<file path="config.mk">
export PLATFORM = sky130hd
export DESIGN_NAME = source_text_tokenizer_core_flat
export DESIGN_NICKNAME = d
export VERILOG_FILES = /design/src/stt_pkg.sv /design/src/stt_if.sv /design/src/source_text_tokenizer_core.sv /design/src/flat_wrapper.sv
export SDC_FILE = /design/constraint.sdc
export NUM_CORES = 1
export LEC_CHECK = 0
export BUFFER_PORTS_ARGS = -buffer_cell sky130_fd_sc_hd__buf_4
export CAP_MARGIN = 20
export CORE_ASPECT_RATIO = 0.5
export CORE_MARGIN = 2
export CORE_UTILIZATION = 25
export CTS_BUF_LIST = sky130_fd_sc_hd__clkbuf_4
export DETAILED_ROUTE_END_ITERATION = 16
export HOLD_SLACK_MARGIN = 0.15
export PLACE_DENSITY = 0.36
export SLEW_MARGIN = 20
export SYNTH_ARGS = -nofsm -noshare
export SYNTH_HDL_FRONTEND = slang
export SYNTH_SLANG_ARGS = --single-unit
</file>
<file path="constraint.sdc">
create_clock -name clk -period 12.5 [get_ports clk]
set_clock_uncertainty 0.1 [all_clocks]
set_input_delay 2.5 -clock clk [delete_from_list [all_inputs] [get_ports clk]]
set_output_delay 2.5 -clock clk [all_outputs]
set_load 0.05 [all_outputs]
</file>
<file path="src/stt_pkg.sv">
// ----------------------------------------------------------------------------
// Source text tokenizer package
// Shared widths, scanner modes, token codes, result type and keyword lookup.
// ----------------------------------------------------------------------------
package stt_pkg;

  localparam int MAX_TEXT_DEF = 63;
  localparam int BYTE_W       = 8;
  localparam int TK_W         = 6;
  localparam int LEN_W        = 6;
  localparam int VAL_W        = 32;
  localparam int WIN_W        = 48;
  localparam int ACC_W        = 63;

  localparam logic [ACC_W-1:0] NUM_MAX = '1;

  typedef enum logic [3:0] {
    MODE_IDLE,
    MODE_IDENT,
    MODE_NUMBER,
    MODE_STRING,
    MODE_LINE,
    MODE_BLOCK,
    MODE_BSTAR,
    MODE_P_SLASH,
    MODE_P_SEMI,
    MODE_P_COLON,
    MODE_P_EQ,
    MODE_P_BANG,
    MODE_P_AMP,
    MODE_P_BAR,
    MODE_P_MINUS
  } mode_t;

  // Token codes
  localparam logic [TK_W-1:0] TK_END      = 6'd0;
  localparam logic [TK_W-1:0] TK_IDENT    = 6'd1;
  localparam logic [TK_W-1:0] TK_NUMBER   = 6'd2;
  localparam logic [TK_W-1:0] TK_STRING   = 6'd3;
  localparam logic [TK_W-1:0] TK_BIND     = 6'd4;
  localparam logic [TK_W-1:0] TK_BINDM    = 6'd5;
  localparam logic [TK_W-1:0] TK_FN       = 6'd6;
  localparam logic [TK_W-1:0] TK_IF       = 6'd7;
  localparam logic [TK_W-1:0] TK_WHILE    = 6'd8;
  localparam logic [TK_W-1:0] TK_DO       = 6'd9;
  localparam logic [TK_W-1:0] TK_ELSE     = 6'd10;
  localparam logic [TK_W-1:0] TK_AS       = 6'd11;
  localparam logic [TK_W-1:0] TK_WRITE    = 6'd12;
  localparam logic [TK_W-1:0] TK_TYPE     = 6'd13;
  localparam logic [TK_W-1:0] TK_ASSIGN   = 6'd14;
  localparam logic [TK_W-1:0] TK_EQEQ     = 6'd15;
  localparam logic [TK_W-1:0] TK_NE       = 6'd16;
  localparam logic [TK_W-1:0] TK_ANDAND   = 6'd17;
  localparam logic [TK_W-1:0] TK_OROR     = 6'd18;
  localparam logic [TK_W-1:0] TK_ARROW    = 6'd19;
  localparam logic [TK_W-1:0] TK_FATARROW = 6'd20;
  localparam logic [TK_W-1:0] TK_EQ       = 6'd21;
  localparam logic [TK_W-1:0] TK_AT       = 6'd22;
  localparam logic [TK_W-1:0] TK_BANG     = 6'd23;
  localparam logic [TK_W-1:0] TK_LBRACK   = 6'd24;
  localparam logic [TK_W-1:0] TK_RBRACK   = 6'd25;
  localparam logic [TK_W-1:0] TK_DOT      = 6'd26;
  localparam logic [TK_W-1:0] TK_LBRACE   = 6'd27;
  localparam logic [TK_W-1:0] TK_RBRACE   = 6'd28;
  localparam logic [TK_W-1:0] TK_LPAREN   = 6'd29;
  localparam logic [TK_W-1:0] TK_RPAREN   = 6'd30;
  localparam logic [TK_W-1:0] TK_SEMI     = 6'd31;
  localparam logic [TK_W-1:0] TK_COMMA    = 6'd32;
  localparam logic [TK_W-1:0] TK_PLUS     = 6'd33;
  localparam logic [TK_W-1:0] TK_MINUS    = 6'd34;
  localparam logic [TK_W-1:0] TK_STAR     = 6'd35;
  localparam logic [TK_W-1:0] TK_SLASH    = 6'd36;
  localparam logic [TK_W-1:0] TK_LT       = 6'd37;
  localparam logic [TK_W-1:0] TK_GT       = 6'd38;

  // Keyword spellings, first character in the most significant used byte
  localparam logic [WIN_W-1:0] W_BIND   = "bind";
  localparam logic [WIN_W-1:0] W_BINDM  = "bindm";
  localparam logic [WIN_W-1:0] W_FN     = "fn";
  localparam logic [WIN_W-1:0] W_IF     = "if";
  localparam logic [WIN_W-1:0] W_WHILE  = "while";
  localparam logic [WIN_W-1:0] W_DO     = "do";
  localparam logic [WIN_W-1:0] W_ELSE   = "else";
  localparam logic [WIN_W-1:0] W_AS     = "as";
  localparam logic [WIN_W-1:0] W_WRITE  = "write";
  localparam logic [WIN_W-1:0] W_INT    = "int";
  localparam logic [WIN_W-1:0] W_I32    = "i32";
  localparam logic [WIN_W-1:0] W_I8     = "i8";
  localparam logic [WIN_W-1:0] W_STRING = "string";
  localparam logic [WIN_W-1:0] W_STR    = "str";
  localparam logic [WIN_W-1:0] W_FLOAT  = "float";
  localparam logic [WIN_W-1:0] W_NUMBER = "number";
  localparam logic [WIN_W-1:0] W_BOOL   = "bool";
  localparam logic [WIN_W-1:0] W_ANY    = "any";

  typedef struct packed {
    logic                    kind;
    logic [BYTE_W-1:0]       text_char;
    logic [TK_W-1:0]         token_kind;
    logic [LEN_W-1:0]        text_length;
    logic signed [VAL_W-1:0] number_value;
    logic                    last;
  } res_t;

  function automatic res_t mk_token(input logic [TK_W-1:0] tk, input logic [BYTE_W-1:0] ch,
                                    input logic [LEN_W-1:0] len,
                                    input logic [VAL_W-1:0] val);
    res_t r;
    r.kind         = 1'b1;
    r.text_char    = ch;
    r.token_kind   = tk;
    r.text_length  = len;
    r.number_value = val;
    r.last         = 1'b0;
    return r;
  endfunction

  function automatic logic [TK_W-1:0] single_kind(input logic [BYTE_W-1:0] b);
    logic [TK_W-1:0] k;
    case (b)
      "@":     k = TK_AT;
      "[":     k = TK_LBRACK;
      "]":     k = TK_RBRACK;
      ".":     k = TK_DOT;
      "{":     k = TK_LBRACE;
      "}":     k = TK_RBRACE;
      "(":     k = TK_LPAREN;
      ")":     k = TK_RPAREN;
      ",":     k = TK_COMMA;
      "+":     k = TK_PLUS;
      "*":     k = TK_STAR;
      "<":     k = TK_LT;
      ">":     k = TK_GT;
      default: k = TK_END;
    endcase
    return k;
  endfunction

  // The window holds the first stored byte in its low bits and zeros above the
  // stored length. A length of seven stands for anything longer than six.
  function automatic logic [TK_W-1:0] kw_kind(input logic [WIN_W-1:0] win,
                                              input logic [2:0] len);
    logic [WIN_W-1:0] be;
    logic [WIN_W-1:0] key;
    logic [TK_W-1:0]  k;
    be  = {win[7:0], win[15:8], win[23:16], win[31:24], win[39:32], win[47:40]};
    key = be >> {3'd6 - len, 3'b000};
    if (len == 3'd0 || len == 3'd7) begin
      k = TK_IDENT;
    end else begin
      case (key)
        W_BIND:  k = TK_BIND;
        W_BINDM: k = TK_BINDM;
        W_FN:    k = TK_FN;
        W_IF:    k = TK_IF;
        W_WHILE: k = TK_WHILE;
        W_DO:    k = TK_DO;
        W_ELSE:  k = TK_ELSE;
        W_AS:    k = TK_AS;
        W_WRITE: k = TK_WRITE;
        W_INT, W_I32, W_I8, W_STRING, W_STR, W_FLOAT, W_NUMBER, W_BOOL, W_ANY:
          k = TK_TYPE;
        default: k = TK_IDENT;
      endcase
    end
    return k;
  endfunction

endpackage

</file>
<file path="src/stt_if.sv">
// ----------------------------------------------------------------------------
// Tokenizer stream interfaces
// Valid/ready channels for source bytes in and tokenizer results out.
// ----------------------------------------------------------------------------
interface stt_in_if
  import stt_pkg::*;
  ();
  logic              valid;
  logic              ready;
  logic [BYTE_W-1:0] text_byte_in;

  modport source (output valid, output text_byte_in, input ready);
  modport sink   (input valid, input text_byte_in, output ready);
endinterface

interface stt_out_if
  import stt_pkg::*;
  ();
  logic                    valid;
  logic                    ready;
  logic                    kind;
  logic [BYTE_W-1:0]       text_char;
  logic [TK_W-1:0]         token_kind;
  logic [LEN_W-1:0]        text_length;
  logic signed [VAL_W-1:0] number_value;
  logic                    last;

  modport source (output valid, output kind, output text_char, output token_kind,
                  output text_length, output number_value, output last, input ready);
  modport sink   (input valid, input kind, input text_char, input token_kind,
                  input text_length, input number_value, input last, output ready);
endinterface

</file>
<file path="src/source_text_tokenizer_core.sv">
// Flow: a byte accepted into the input register is scanned and its results are
// written to the result queue when it has room; they leave one per transfer.
// Throughput: one byte per cycle while the four-entry result queue has room
// for the two results a byte can cause; one result drains per cycle with ready.
// Reset (synchronous, rst_n low) empties the queue and returns the scanner to
// idle with cleared text count, keyword window and number accumulator.
// ----------------------------------------------------------------------------
// Source text tokenizer core
// Byte-serial scanner: input register, one pass of scan logic, result queue.
// ----------------------------------------------------------------------------
module source_text_tokenizer_core
  import stt_pkg::*;
#(
  parameter int MAX_TEXT = MAX_TEXT_DEF
) (
  input  logic      clk,
  input  logic      rst_n,
  stt_in_if.sink    in_chan,
  stt_out_if.source out_chan
);

  localparam int CW    = $clog2(MAX_TEXT + 1);
  localparam int DEPTH = 4;
  localparam int PW    = $clog2(DEPTH);

  // Input register
  logic              vld_r;
  logic [BYTE_W-1:0] byte_r;

  // Scanner state
  mode_t            mode_r, mode_nxt;
  logic [CW-1:0]    count_r, count_nxt;
  logic [WIN_W-1:0] window_r, window_nxt;
  logic [ACC_W-1:0] acc_r, acc_nxt;

  // Result queue
  res_t            fifo_r [DEPTH];
  logic [PW-1:0]   wr_ptr_r, rd_ptr_r;
  logic [PW:0]     fill_r;

  logic fire, pop;
  logic [1:0] n_res;
  res_t r0, r1;

  assign fire = vld_r && (fill_r <= (PW+1)'(DEPTH - 2));
  assign pop  = out_chan.valid && out_chan.ready;
  assign in_chan.ready = !vld_r || fire;

  // Start-of-token logic shared by idle and every mode that falls back to idle
  logic       id_emit, id_clear, id_store;
  res_t       id_res;
  mode_t      id_mode;
  logic [TK_W-1:0] single_k;

  always_comb begin
    id_emit  = 1'b0;
    id_clear = 1'b0;
    id_store = 1'b0;
    id_res   = '0;
    id_mode  = MODE_IDLE;
    single_k = single_kind(byte_r);
    case (byte_r) inside
      8'd0: begin
        id_emit  = 1'b1;
        id_clear = 1'b1;
        id_res   = mk_token(TK_END, '0, '0, '0);
      end
      [8'd9:8'd13], " ": ;
      ["a":"z"], ["A":"Z"], "_": begin
        id_clear = 1'b1;
        id_store = 1'b1;
        id_mode  = MODE_IDENT;
      end
      ["0":"9"]: begin
        id_clear = 1'b1;
        id_store = 1'b1;
        id_mode  = MODE_NUMBER;
      end
      "\"": begin
        id_clear = 1'b1;
        id_mode  = MODE_STRING;
      end
      "/": id_mode = MODE_P_SLASH;
      ";": id_mode = MODE_P_SEMI;
      ":": id_mode = MODE_P_COLON;
      "=": id_mode = MODE_P_EQ;
      "!": id_mode = MODE_P_BANG;
      "&": id_mode = MODE_P_AMP;
      "|": id_mode = MODE_P_BAR;
      "-": id_mode = MODE_P_MINUS;
      default: begin
        id_emit = 1'b1;
        if (single_k != TK_END) begin
          id_res = mk_token(single_k, '0, '0, '0);
        end else begin
          id_res = mk_token(TK_END, byte_r, '0, '0);
        end
      end
    endcase
  end

  // Per-mode decision: an optional completed token first, then either the
  // start-of-token logic or a stored text byte.
  logic       pre_v, run_idle, run_store;
  res_t       pre_res;
  mode_t      mode_step;
  logic       is_alnum, is_digit;
  logic [2:0] len3;
  logic [LEN_W-1:0] len_out;

  assign is_digit = (byte_r >= "0") && (byte_r <= "9");
  assign is_alnum = is_digit || ((byte_r >= "a") && (byte_r <= "z")) ||
                    ((byte_r >= "A") && (byte_r <= "Z")) || (byte_r == "_");
  assign len3     = (count_r < CW'(7)) ? count_r[2:0] : 3'd7;
  assign len_out  = LEN_W'(count_r);

  always_comb begin
    pre_v     = 1'b0;
    pre_res   = '0;
    run_idle  = 1'b0;
    run_store = 1'b0;
    mode_step = mode_r;
    case (mode_r)
      MODE_IDENT: begin
        if (is_alnum) begin
          run_store = 1'b1;
        end else begin
          pre_v    = 1'b1;
          pre_res  = mk_token(kw_kind(window_r, len3), '0, len_out, '0);
          run_idle = 1'b1;
        end
      end
      MODE_NUMBER: begin
        if (is_digit) begin
          run_store = 1'b1;
        end else begin
          pre_v    = 1'b1;
          pre_res  = mk_token(TK_NUMBER, '0, len_out, acc_r[VAL_W-1:0]);
          run_idle = 1'b1;
        end
      end
      MODE_STRING: begin
        if (byte_r == "\"") begin
          pre_v     = 1'b1;
          pre_res   = mk_token(TK_STRING, '0, len_out, '0);
          mode_step = MODE_IDLE;
        end else if (byte_r == 8'd0) begin
          pre_v    = 1'b1;
          pre_res  = mk_token(TK_STRING, '0, len_out, '0);
          run_idle = 1'b1;
        end else begin
          run_store = 1'b1;
        end
      end
      MODE_LINE: begin
        if (byte_r == 8'h0a) begin
          mode_step = MODE_IDLE;
        end else if (byte_r == 8'd0) begin
          run_idle = 1'b1;
        end
      end
      MODE_BLOCK, MODE_BSTAR: begin
        if (byte_r == 8'd0) begin
          run_idle = 1'b1;
        end else if (byte_r == "*") begin
          mode_step = MODE_BSTAR;
        end else if (byte_r == "/" && mode_r == MODE_BSTAR) begin
          mode_step = MODE_IDLE;
        end else begin
          mode_step = MODE_BLOCK;
        end
      end
      MODE_P_SLASH: begin
        if (byte_r == "/") begin
          mode_step = MODE_LINE;
        end else if (byte_r == "*") begin
          mode_step = MODE_BLOCK;
        end else begin
          pre_v    = 1'b1;
          pre_res  = mk_token(TK_SLASH, '0, '0, '0);
          run_idle = 1'b1;
        end
      end
      MODE_P_SEMI: begin
        if (byte_r == ";") begin
          mode_step = MODE_LINE;
        end else begin
          pre_v    = 1'b1;
          pre_res  = mk_token(TK_SEMI, '0, '0, '0);
          run_idle = 1'b1;
        end
      end
      MODE_P_COLON: begin
        pre_v = 1'b1;
        if (byte_r == "=") begin
          pre_res   = mk_token(TK_ASSIGN, '0, '0, '0);
          mode_step = MODE_IDLE;
        end else begin
          pre_res  = mk_token(TK_TYPE, '0, '0, '0);
          run_idle = 1'b1;
        end
      end
      MODE_P_EQ: begin
        pre_v = 1'b1;
        if (byte_r == ">") begin
          pre_res   = mk_token(TK_FATARROW, '0, '0, '0);
          mode_step = MODE_IDLE;
        end else if (byte_r == "=") begin
          pre_res   = mk_token(TK_EQEQ, '0, '0, '0);
          mode_step = MODE_IDLE;
        end else begin
          pre_res  = mk_token(TK_EQ, '0, '0, '0);
          run_idle = 1'b1;
        end
      end
      MODE_P_BANG: begin
        pre_v = 1'b1;
        if (byte_r == "=") begin
          pre_res   = mk_token(TK_NE, '0, '0, '0);
          mode_step = MODE_IDLE;
        end else begin
          pre_res  = mk_token(TK_BANG, '0, '0, '0);
          run_idle = 1'b1;
        end
      end
      MODE_P_AMP: begin
        pre_v = 1'b1;
        if (byte_r == "&") begin
          pre_res   = mk_token(TK_ANDAND, '0, '0, '0);
          mode_step = MODE_IDLE;
        end else begin
          pre_res  = mk_token(TK_END, "&", '0, '0);
          run_idle = 1'b1;
        end
      end
      MODE_P_BAR: begin
        pre_v = 1'b1;
        if (byte_r == "|") begin
          pre_res   = mk_token(TK_OROR, '0, '0, '0);
          mode_step = MODE_IDLE;
        end else begin
          pre_res  = mk_token(TK_END, "|", '0, '0);
          run_idle = 1'b1;
        end
      end
      MODE_P_MINUS: begin
        pre_v = 1'b1;
        if (byte_r == ">") begin
          pre_res   = mk_token(TK_ARROW, '0, '0, '0);
          mode_step = MODE_IDLE;
        end else begin
          pre_res  = mk_token(TK_MINUS, '0, '0, '0);
          run_idle = 1'b1;
        end
      end
      default: run_idle = 1'b1;
    endcase
  end

  // Text store and number accumulation
  logic             do_store, do_clear, num_mode, st_emit;
  logic [CW-1:0]    count_b;
  logic [WIN_W-1:0] window_b;
  logic [ACC_W-1:0] acc_b;
  logic [ACC_W+3:0] acc_sum;
  res_t             st_res;
  logic             second_v;
  res_t             second_res;

  always_comb begin
    do_store = run_store || (run_idle && id_store);
    do_clear = run_idle && id_clear;
    num_mode = run_idle ? (id_mode == MODE_NUMBER) : (mode_r == MODE_NUMBER);
    mode_nxt = run_idle ? id_mode : mode_step;

    count_b  = do_clear ? '0 : count_r;
    window_b = do_clear ? '0 : window_r;
    acc_b    = do_clear ? '0 : acc_r;

    st_emit  = do_store && (count_b < CW'(MAX_TEXT));
    acc_sum  = {acc_b, 3'b000} + {2'b00, acc_b, 1'b0} + (ACC_W+4)'(byte_r - "0");

    count_nxt  = count_b;
    window_nxt = window_b;
    acc_nxt    = acc_b;
    if (st_emit) begin
      count_nxt = count_b + CW'(1);
      for (int i = 0; i < 6; i++) begin
        if (count_b == CW'(i)) begin
          window_nxt[8*i +: 8] = byte_r;
        end
      end
      if (num_mode) begin
        // Saturates like strtoll once the value passes the largest positive
        acc_nxt = (acc_sum > (ACC_W+4)'(NUM_MAX)) ? NUM_MAX : acc_sum[ACC_W-1:0];
      end
    end

    st_res           = '0;
    st_res.text_char = byte_r;

    second_v   = st_emit || (run_idle && id_emit);
    second_res = st_emit ? st_res : id_res;

    n_res   = 2'(pre_v) + 2'(second_v);
    r0      = pre_v ? pre_res : second_res;
    r0.last = !(pre_v && second_v);
    r1      = second_res;
    r1.last = 1'b1;
  end

  always_ff @(posedge clk) begin
    if (!rst_n) begin
      vld_r    <= 1'b0;
      mode_r   <= MODE_IDLE;
      count_r  <= '0;
      window_r <= '0;
      acc_r    <= '0;
    end else begin
      if (in_chan.ready) begin
        vld_r <= in_chan.valid;
      end
      if (fire) begin
        mode_r   <= mode_nxt;
        count_r  <= count_nxt;
        window_r <= window_nxt;
        acc_r    <= acc_nxt;
      end
    end
  end

  always_ff @(posedge clk) begin
    if (in_chan.ready && in_chan.valid) begin
      byte_r <= in_chan.text_byte_in;
    end
  end

  // Result queue: up to two writes per byte, one read per transfer
  always_ff @(posedge clk) begin
    if (!rst_n) begin
      wr_ptr_r <= '0;
      rd_ptr_r <= '0;
      fill_r   <= '0;
    end else begin
      if (fire) begin
        wr_ptr_r <= wr_ptr_r + PW'(n_res);
      end
      if (pop) begin
        rd_ptr_r <= rd_ptr_r + PW'(1);
      end
      fill_r <= fill_r + (fire ? (PW+1)'(n_res) : '0) - (PW+1)'(pop);
    end
  end

  always_ff @(posedge clk) begin
    if (fire && n_res != 2'd0) begin
      fifo_r[wr_ptr_r] <= r0;
    end
    if (fire && n_res == 2'd2) begin
      fifo_r[wr_ptr_r + PW'(1)] <= r1;
    end
  end

  assign out_chan.valid        = (fill_r != '0);
  assign out_chan.kind         = fifo_r[rd_ptr_r].kind;
  assign out_chan.text_char    = fifo_r[rd_ptr_r].text_char;
  assign out_chan.token_kind   = fifo_r[rd_ptr_r].token_kind;
  assign out_chan.text_length  = fifo_r[rd_ptr_r].text_length;
  assign out_chan.number_value = fifo_r[rd_ptr_r].number_value;
  assign out_chan.last         = fifo_r[rd_ptr_r].last;

endmodule

</file>
<file path="src/flat_wrapper.sv">
// flat-port wrapper written by rule: the top's interface ports become plain ports
module source_text_tokenizer_core_flat import stt_pkg::*;
#(
  parameter int MAX_TEXT = MAX_TEXT_DEF
)
  (clk, rst_n, in_chan_valid, in_chan_text_byte_in, in_chan_ready, out_chan_valid, out_chan_kind, out_chan_text_char, out_chan_token_kind, out_chan_text_length, out_chan_number_value, out_chan_last, out_chan_ready);
  stt_in_if in_chan_i ();
  stt_out_if out_chan_i ();
  input  logic clk;
  input  logic rst_n;
  input wire logic [$bits(in_chan_i.valid)-1:0] in_chan_valid;
  input wire logic [$bits(in_chan_i.text_byte_in)-1:0] in_chan_text_byte_in;
  output wire logic [$bits(in_chan_i.ready)-1:0] in_chan_ready;
  output wire logic [$bits(out_chan_i.valid)-1:0] out_chan_valid;
  output wire logic [$bits(out_chan_i.kind)-1:0] out_chan_kind;
  output wire logic [$bits(out_chan_i.text_char)-1:0] out_chan_text_char;
  output wire logic [$bits(out_chan_i.token_kind)-1:0] out_chan_token_kind;
  output wire logic [$bits(out_chan_i.text_length)-1:0] out_chan_text_length;
  output wire logic [$bits(out_chan_i.number_value)-1:0] out_chan_number_value;
  output wire logic [$bits(out_chan_i.last)-1:0] out_chan_last;
  input wire logic [$bits(out_chan_i.ready)-1:0] out_chan_ready;
  assign in_chan_i.valid = in_chan_valid;
  assign in_chan_i.text_byte_in = in_chan_text_byte_in;
  assign in_chan_ready = in_chan_i.ready;
  assign out_chan_valid = out_chan_i.valid;
  assign out_chan_kind = out_chan_i.kind;
  assign out_chan_text_char = out_chan_i.text_char;
  assign out_chan_token_kind = out_chan_i.token_kind;
  assign out_chan_text_length = out_chan_i.text_length;
  assign out_chan_number_value = out_chan_i.number_value;
  assign out_chan_last = out_chan_i.last;
  assign out_chan_i.ready = out_chan_ready;
  source_text_tokenizer_core #(.MAX_TEXT(MAX_TEXT)) u_core (.clk(clk), .rst_n(rst_n), .in_chan(in_chan_i), .out_chan(out_chan_i));
endmodule
</file>
Yosys cells after proc, flatten, opt, wreduce, memory -nomap -nowiden --
Memories as Yosys holds them, arrays and structs flattened. A register that Yosys moved wholly into a read port is not among the register bits. Index checks and enable logic that the tools add are counted.
Cells by class: order comparisons 12, reduce and logical (&&, ||, !) cells 38, equal/unequal tests 73, mux-type cells 127, add/subtract/negate cells 11, shift operators 1
Operators with widths (number):
- 54-bit 2-to-1 mux | 23
- 54-bit one-hot mux with 11 select lines | 1
- 63-bit 2-to-1 mux | 4
- 48-bit by 15-bit equality test with 1-bit output (second input constant) | 5
- 48-bit by 23-bit equality test with 1-bit output (second input constant) | 4
- 48-bit by 39-bit equality test with 1-bit output (second input constant) | 4
- 48-bit by 31-bit equality test with 1-bit output (second input constant) | 3
- 8-bit by 6-bit equality test with 1-bit output (second input constant) | 17
- 4-bit 2-to-1 mux | 26
- 48-bit by 47-bit equality test with 1-bit output (second input constant) | 2
- 48-bit 2-to-1 mux | 2
- 4-bit one-hot mux with 10 select lines | 2
- 6-bit one-hot mux with 13 select lines | 1
- 66-bit by 64-bit adder with 67-bit output | 1
- 67-bit adder | 1
- 67-bit by 63-bit greater-than comparator with 1-bit output (second input constant) | 1
- 8-bit by 7-bit equality test with 1-bit output (second input constant) | 7
- 53-bit 2-to-1 mux | 1
- 52-bit 2-to-1 mux | 1
- 51-bit 2-to-1 mux | 1
- 8-bit 2-to-1 mux | 6
- 48-bit by 6-bit >> shifter with 48-bit output | 1
- 45-bit 2-to-1 mux | 1
- 1-bit 2-to-1 mux | 44
- 54 further kinds | 103
Word-level totals: memories kept 1, input bits 12, flip-flop bits (word level) 137, logic and storage cells 272, output and inout bits 56, memory bits (writable) 216
Memory list:
- u_core.fifo_r | words 4, width 54, read ports 1, clocked after Yosys merged registers in 1, wr ports 2, line source_text_tokenizer_core.sv:37 | res_t fifo_r [DEPTH];

Longest topological paths before layout --
depth after elaboration 21, depth in mapped cells 30, depth with buffers taken out 24

Least setup slack after synthesis --
OpenSTA, ideal clock, no wires.
path type reg-to-reg, start reg u_core.byte_r[4], end reg u_core.acc_r[30], cell stages (with the launch flop) 20, buffers on the path 4, clock period less this slack 10.366 ns, slack 2.134 ns, required time 12.282 ns, arrival time 10.148 ns, library setup time 0.118 ns, cells stage by stage edfxtp_1 > ha_1 > buf_1 > nor2_1 > fa_1 > ha_1 > clkbuf_1 > nand4_1 > nor4_1 > nand3_1 > a21oi_1 > nor4b_1 > o41ai_1 > nor4b_1 > o31ai_1 > or4_4 > buf_6 > buf_6 > o221ai_1 > nand2_1
On the way: longest elaborated chain between the ends 18, elaborated cells between the ends (all ways) 88, those cells by class add/sub: 3; order compare: 10; eq/ne: 15; mux: 46; reduce/logical: 14
Ends and longest elaborated chain:
- start: declaration | line source_text_tokenizer_core.sv:28 | logic [BYTE_W-1:0] byte_r;
- start signal: assignment | line source_text_tokenizer_core.sv:334 | byte_r <= in_chan.text_byte_in;
- branches (longest 17 deep; another with 66-bit by 64-bit adder with 67-bit output)
- 63-bit 2-to-1 mux * | line source_text_tokenizer_core.sv:286 | if (st_emit) begin
- end signal: assignment | line source_text_tokenizer_core.sv:327 | acc_r <= acc_nxt;
- end: declaration | line source_text_tokenizer_core.sv:34 | logic [ACC_W-1:0] acc_r, acc_nxt;
Mark *: on every way between the ends. A chain may end at the register's enable or synchronous reset.

Worst setup path in the final report --
start reg u_core.byte_r[4], end reg u_core.acc_r[28]
Same word-level chain as after synthesis.

==> results.py <==
metrics = {
    "run_status": {
        "status": "finished, final reports clean",
    },
    "clocking": {
        "clock_latency_ns": 1.00,
        "clkTransAtPathRegs_ns": 0.07,
        "ctsHoldBuffers": 0,
        "postCtsSetupBuffers": 0,
        "cts_tree": "built",
        "cts_buffers": 97,
        "cts_resized": 0,
        "root_buffer": "clkbuf_4",
        "cts_max_path_buffers": 3,
        "cts_max_level": 3,
        "cts_sinks": 355,
    },
    "final_layout": {
        "layout_commonest_cell": "dfxtp_1",
        "fin_nets": 2759,
        "fin_cells": 3935,
        "nFillCells": 10000,
        "area_delta_synth_final_pct": 12.5,
        "regArea_um2": 7790,
        "multi_input_area_um2": 15000,
        "drive_gt1_frac": 0.145,
        "layout_common_cells": "285 x dfxtp_1, 265 x nand2_1, 174 x nor2_1",
    },
    "min_path": {
        "hold_depth": 2,
        "worstHoldPathType": "register to register",
    },
    "pwr": {
        "power_frac_seq": 0.389,
        "internal-power_mw": 2.04,
        "p_switching_mw": 1.24,
        "sw_frac_of_total": 0.379,
        "power_density_nw_per_um2": 123,
        "ir_drop_mv": 0.0553,
        "power_leakage_nw": 9.94,
        "p_clk_frac": 0.335,
        "combPwrFrac": 0.276,
    },
    "logic_synthesis": {
        "synthDistinctLibCells": 91,
        "async_reset_ff_frac": 0,
        "synth_top_area_share": 0.243,
        "synth_edf_count": 68,
        "syn_inst": 2599,
        "synth_seq_area_share": 0.329,
        "syn-cell-area_um2": 23700,
        "synthTopCellsByArea": "dfxtp_1 24%, edfxtp_1 8.6%, mux4_2 6.1%",
        "synth_ff_type": "dfxtp_1",
        "ys_warn_count": 0,
        "syn_nets": 2758,
        "synth_seq_cells": 355,
        "yosysTopAreaCell": "dfxtp_1",
        "avgSynthCellArea_um2": 9.11,
    },
    "worst_setup_path": {
        "cp.arrival_ns": 11.02,
        "crit_type": "register to register",
        "critPathLaunchType": "register",
        "rr_worst_depth": 24,
        "cp.required_ns": 13.26,
        "cp_max_fo": 22,
        "cp-end-kind": "register",
    },
    "floorplanning": {
        "start_util": 0.254,
        "ios": 68,
        "die_x_um": 439,
        "core_um2": 93400,
        "fp.dieH_um": 222,
        "rows": 79,
        "die-area_um2": 97400,
    },
    "grt": {
        "grt_pass1_vias": 21500,
        "grt_pass1_wl_um": 140000,
        "overflow": 0,
        "track_usage": 0.187,
        "antenna_found_initial": 3,
        "grt_max_degree": 90,
    },
    "routing": {
        "dr.first_iter.drc_count": 1761,
        "drcViolationCount": 0,
        "wire_per_inst_um": 23.4,
        "vias": 21400,
        "vias_per_cell": 5.44,
        "routed_wl_um": 92100,
        "first_pass_iters": 6,
        "ant_nets": 0,
    },
    "timing": {
        "setup_viol_count_final": 0,
        "worst_pin_slew_ns": 1.04,
        "period_minus_slack_ns": 10.26,
        "timing.fmax_ghz": 0.0975,
        "finalHoldViolCount": 0,
        "period_share": 0.821,
        "setup_tns_ns": 0,
        "drv_slew": 0,
        "slew_headroom": 0.302,
        "rsz0062_at_grt": "no",
    },
    "placed_design": {
        "numPortBuffers": 67,
        "hpwl_um": 63100,
        "place_congestion": 0.876,
        "dp_cells": 3756,
    },
    "flow_run": {
        "maxCapViolations": 0,
    },
}
logic make-up after synthesis:
group                      synth area share
and+or+nand+nor                       0.181
AOI/OAI and AO/OA                     0.245
DFF                                   0.329
buffers and inverters                0.0430
adders and majority gates            0.0967
muxes                                0.0764
xor gates and xnor gates             0.0285
synth_stat cells, drive strengths merged (29+ instances only):
cell      n
fa       60
ha       87
mux4     64
nand2   266
dfxtp   287
a22o     53
nand4    40
o21ai   119
a21o     38
xnor2    47
a21oi   164
nor3     51
a22oi    41
nor2b    74
a32o    130
xor2     30
mux2i    30
nor2    181
a211oi   34
nand3    46
inv      54
edfxtp   68
o22ai    29
nor4     31
clkbuf  183
worst max-delay path: stages, from the launching register on:
cell,delay [ns]
edfxtp_1,0.64
inv_1,0.27
ha_1,0.29
or3b_2,0.63
o311ai_0,0.86
nand4_1,0.28
nor4_2,0.73
nand2_1,0.20
nand2_1,0.73
nand2_1,0.22
fa_1,0.59
inv_1,0.05
ha_1,0.40
o211ai_1,0.13
a21oi_1,0.35
o21ai_0,0.28
a2111oi_0,0.68
o21ai_0,0.32
a31oi_1,0.53
a211oi_1,0.18
xnor2_1,0.27
nor4_4,0.77
buf_4,0.37
a22oi_1,0.12
a21o_1,0.18
worst paths after layout:
check                        start                to  slack (ns)
setup reg to reg  u_core.byte_r[4]  u_core.acc_r[28]        2.24
hold / removal    u_core.acc_r[52]  u_core.acc_r[52]        0.33
setup / recovery  u_core.byte_r[4]  u_core.acc_r[28]        2.24
hold reg to reg   u_core.acc_r[52]  u_core.acc_r[52]        0.33
area by class of cell:
type,count,share of cell area
tap,1255,0.0590
sequential,355,0.293
clock buffer,144,0.0406
antenna,10,0.000940
inverter,56,0.00789
clock inverter,25,0.00559
multi-input combinational,1979,0.562
timing repair buffer,111,0.0313
metrics by stage:
stage	power, mW	setup WS, ns	hold slack [ns]	util	area (µm²)
final	3.28	2.24	0.335	0.285	26600
after global routing	3.47	1.25	0.357	0.285	26600
after CTS	3.34	2.37	0.339	0.285	26600
after detailed placement	2.22	2.38	0.326	0.272	25400
after global placement	2.22	2.70	0.318	0.272	25400
after floorplan	1.90	2.13	0.308	-	23700
power by group through the flow:
stage | clock network (mW) | registers, mW | logic, mW
after detailed placement | 0 | 1.31 | 0.912
after global placement | 0 | 1.30 | 0.920
after global routing | 1.20 | 1.29 | 0.981
final | 1.10 | 1.28 | 0.904
after CTS | 1.15 | 1.28 | 0.917
after floorplan | 0 | 1.25 | 0.651
flip-flops by register name, indices dropped and copies added (netlist names), named ones only:
signal / count
u_core.fifo_r: 216
u_core.acc_r: 63
u_core.window_r: 48
u_core.byte_r: 8
u_core.count_r: 6
u_core.mode_r: 4
u_core.fill_r: 3
u_core.rd_ptr_r: 2
u_core.wr_ptr_r: 2
u_core.vld_r: 1
layer usage:
layer | GRT usage | vias up | share of wire
met5 | 0 | - | 0.00015
met4 | 0.0423 | 2 | 0.016
met3 | 0.0289 | 117 | 0.040
met2 | 0.292 | 503 | 0.45
met1 | 0.269 | 10800 | 0.49
li1 | - | 9967 | -
No activity file was read; power rests on OpenSTA's default activity.
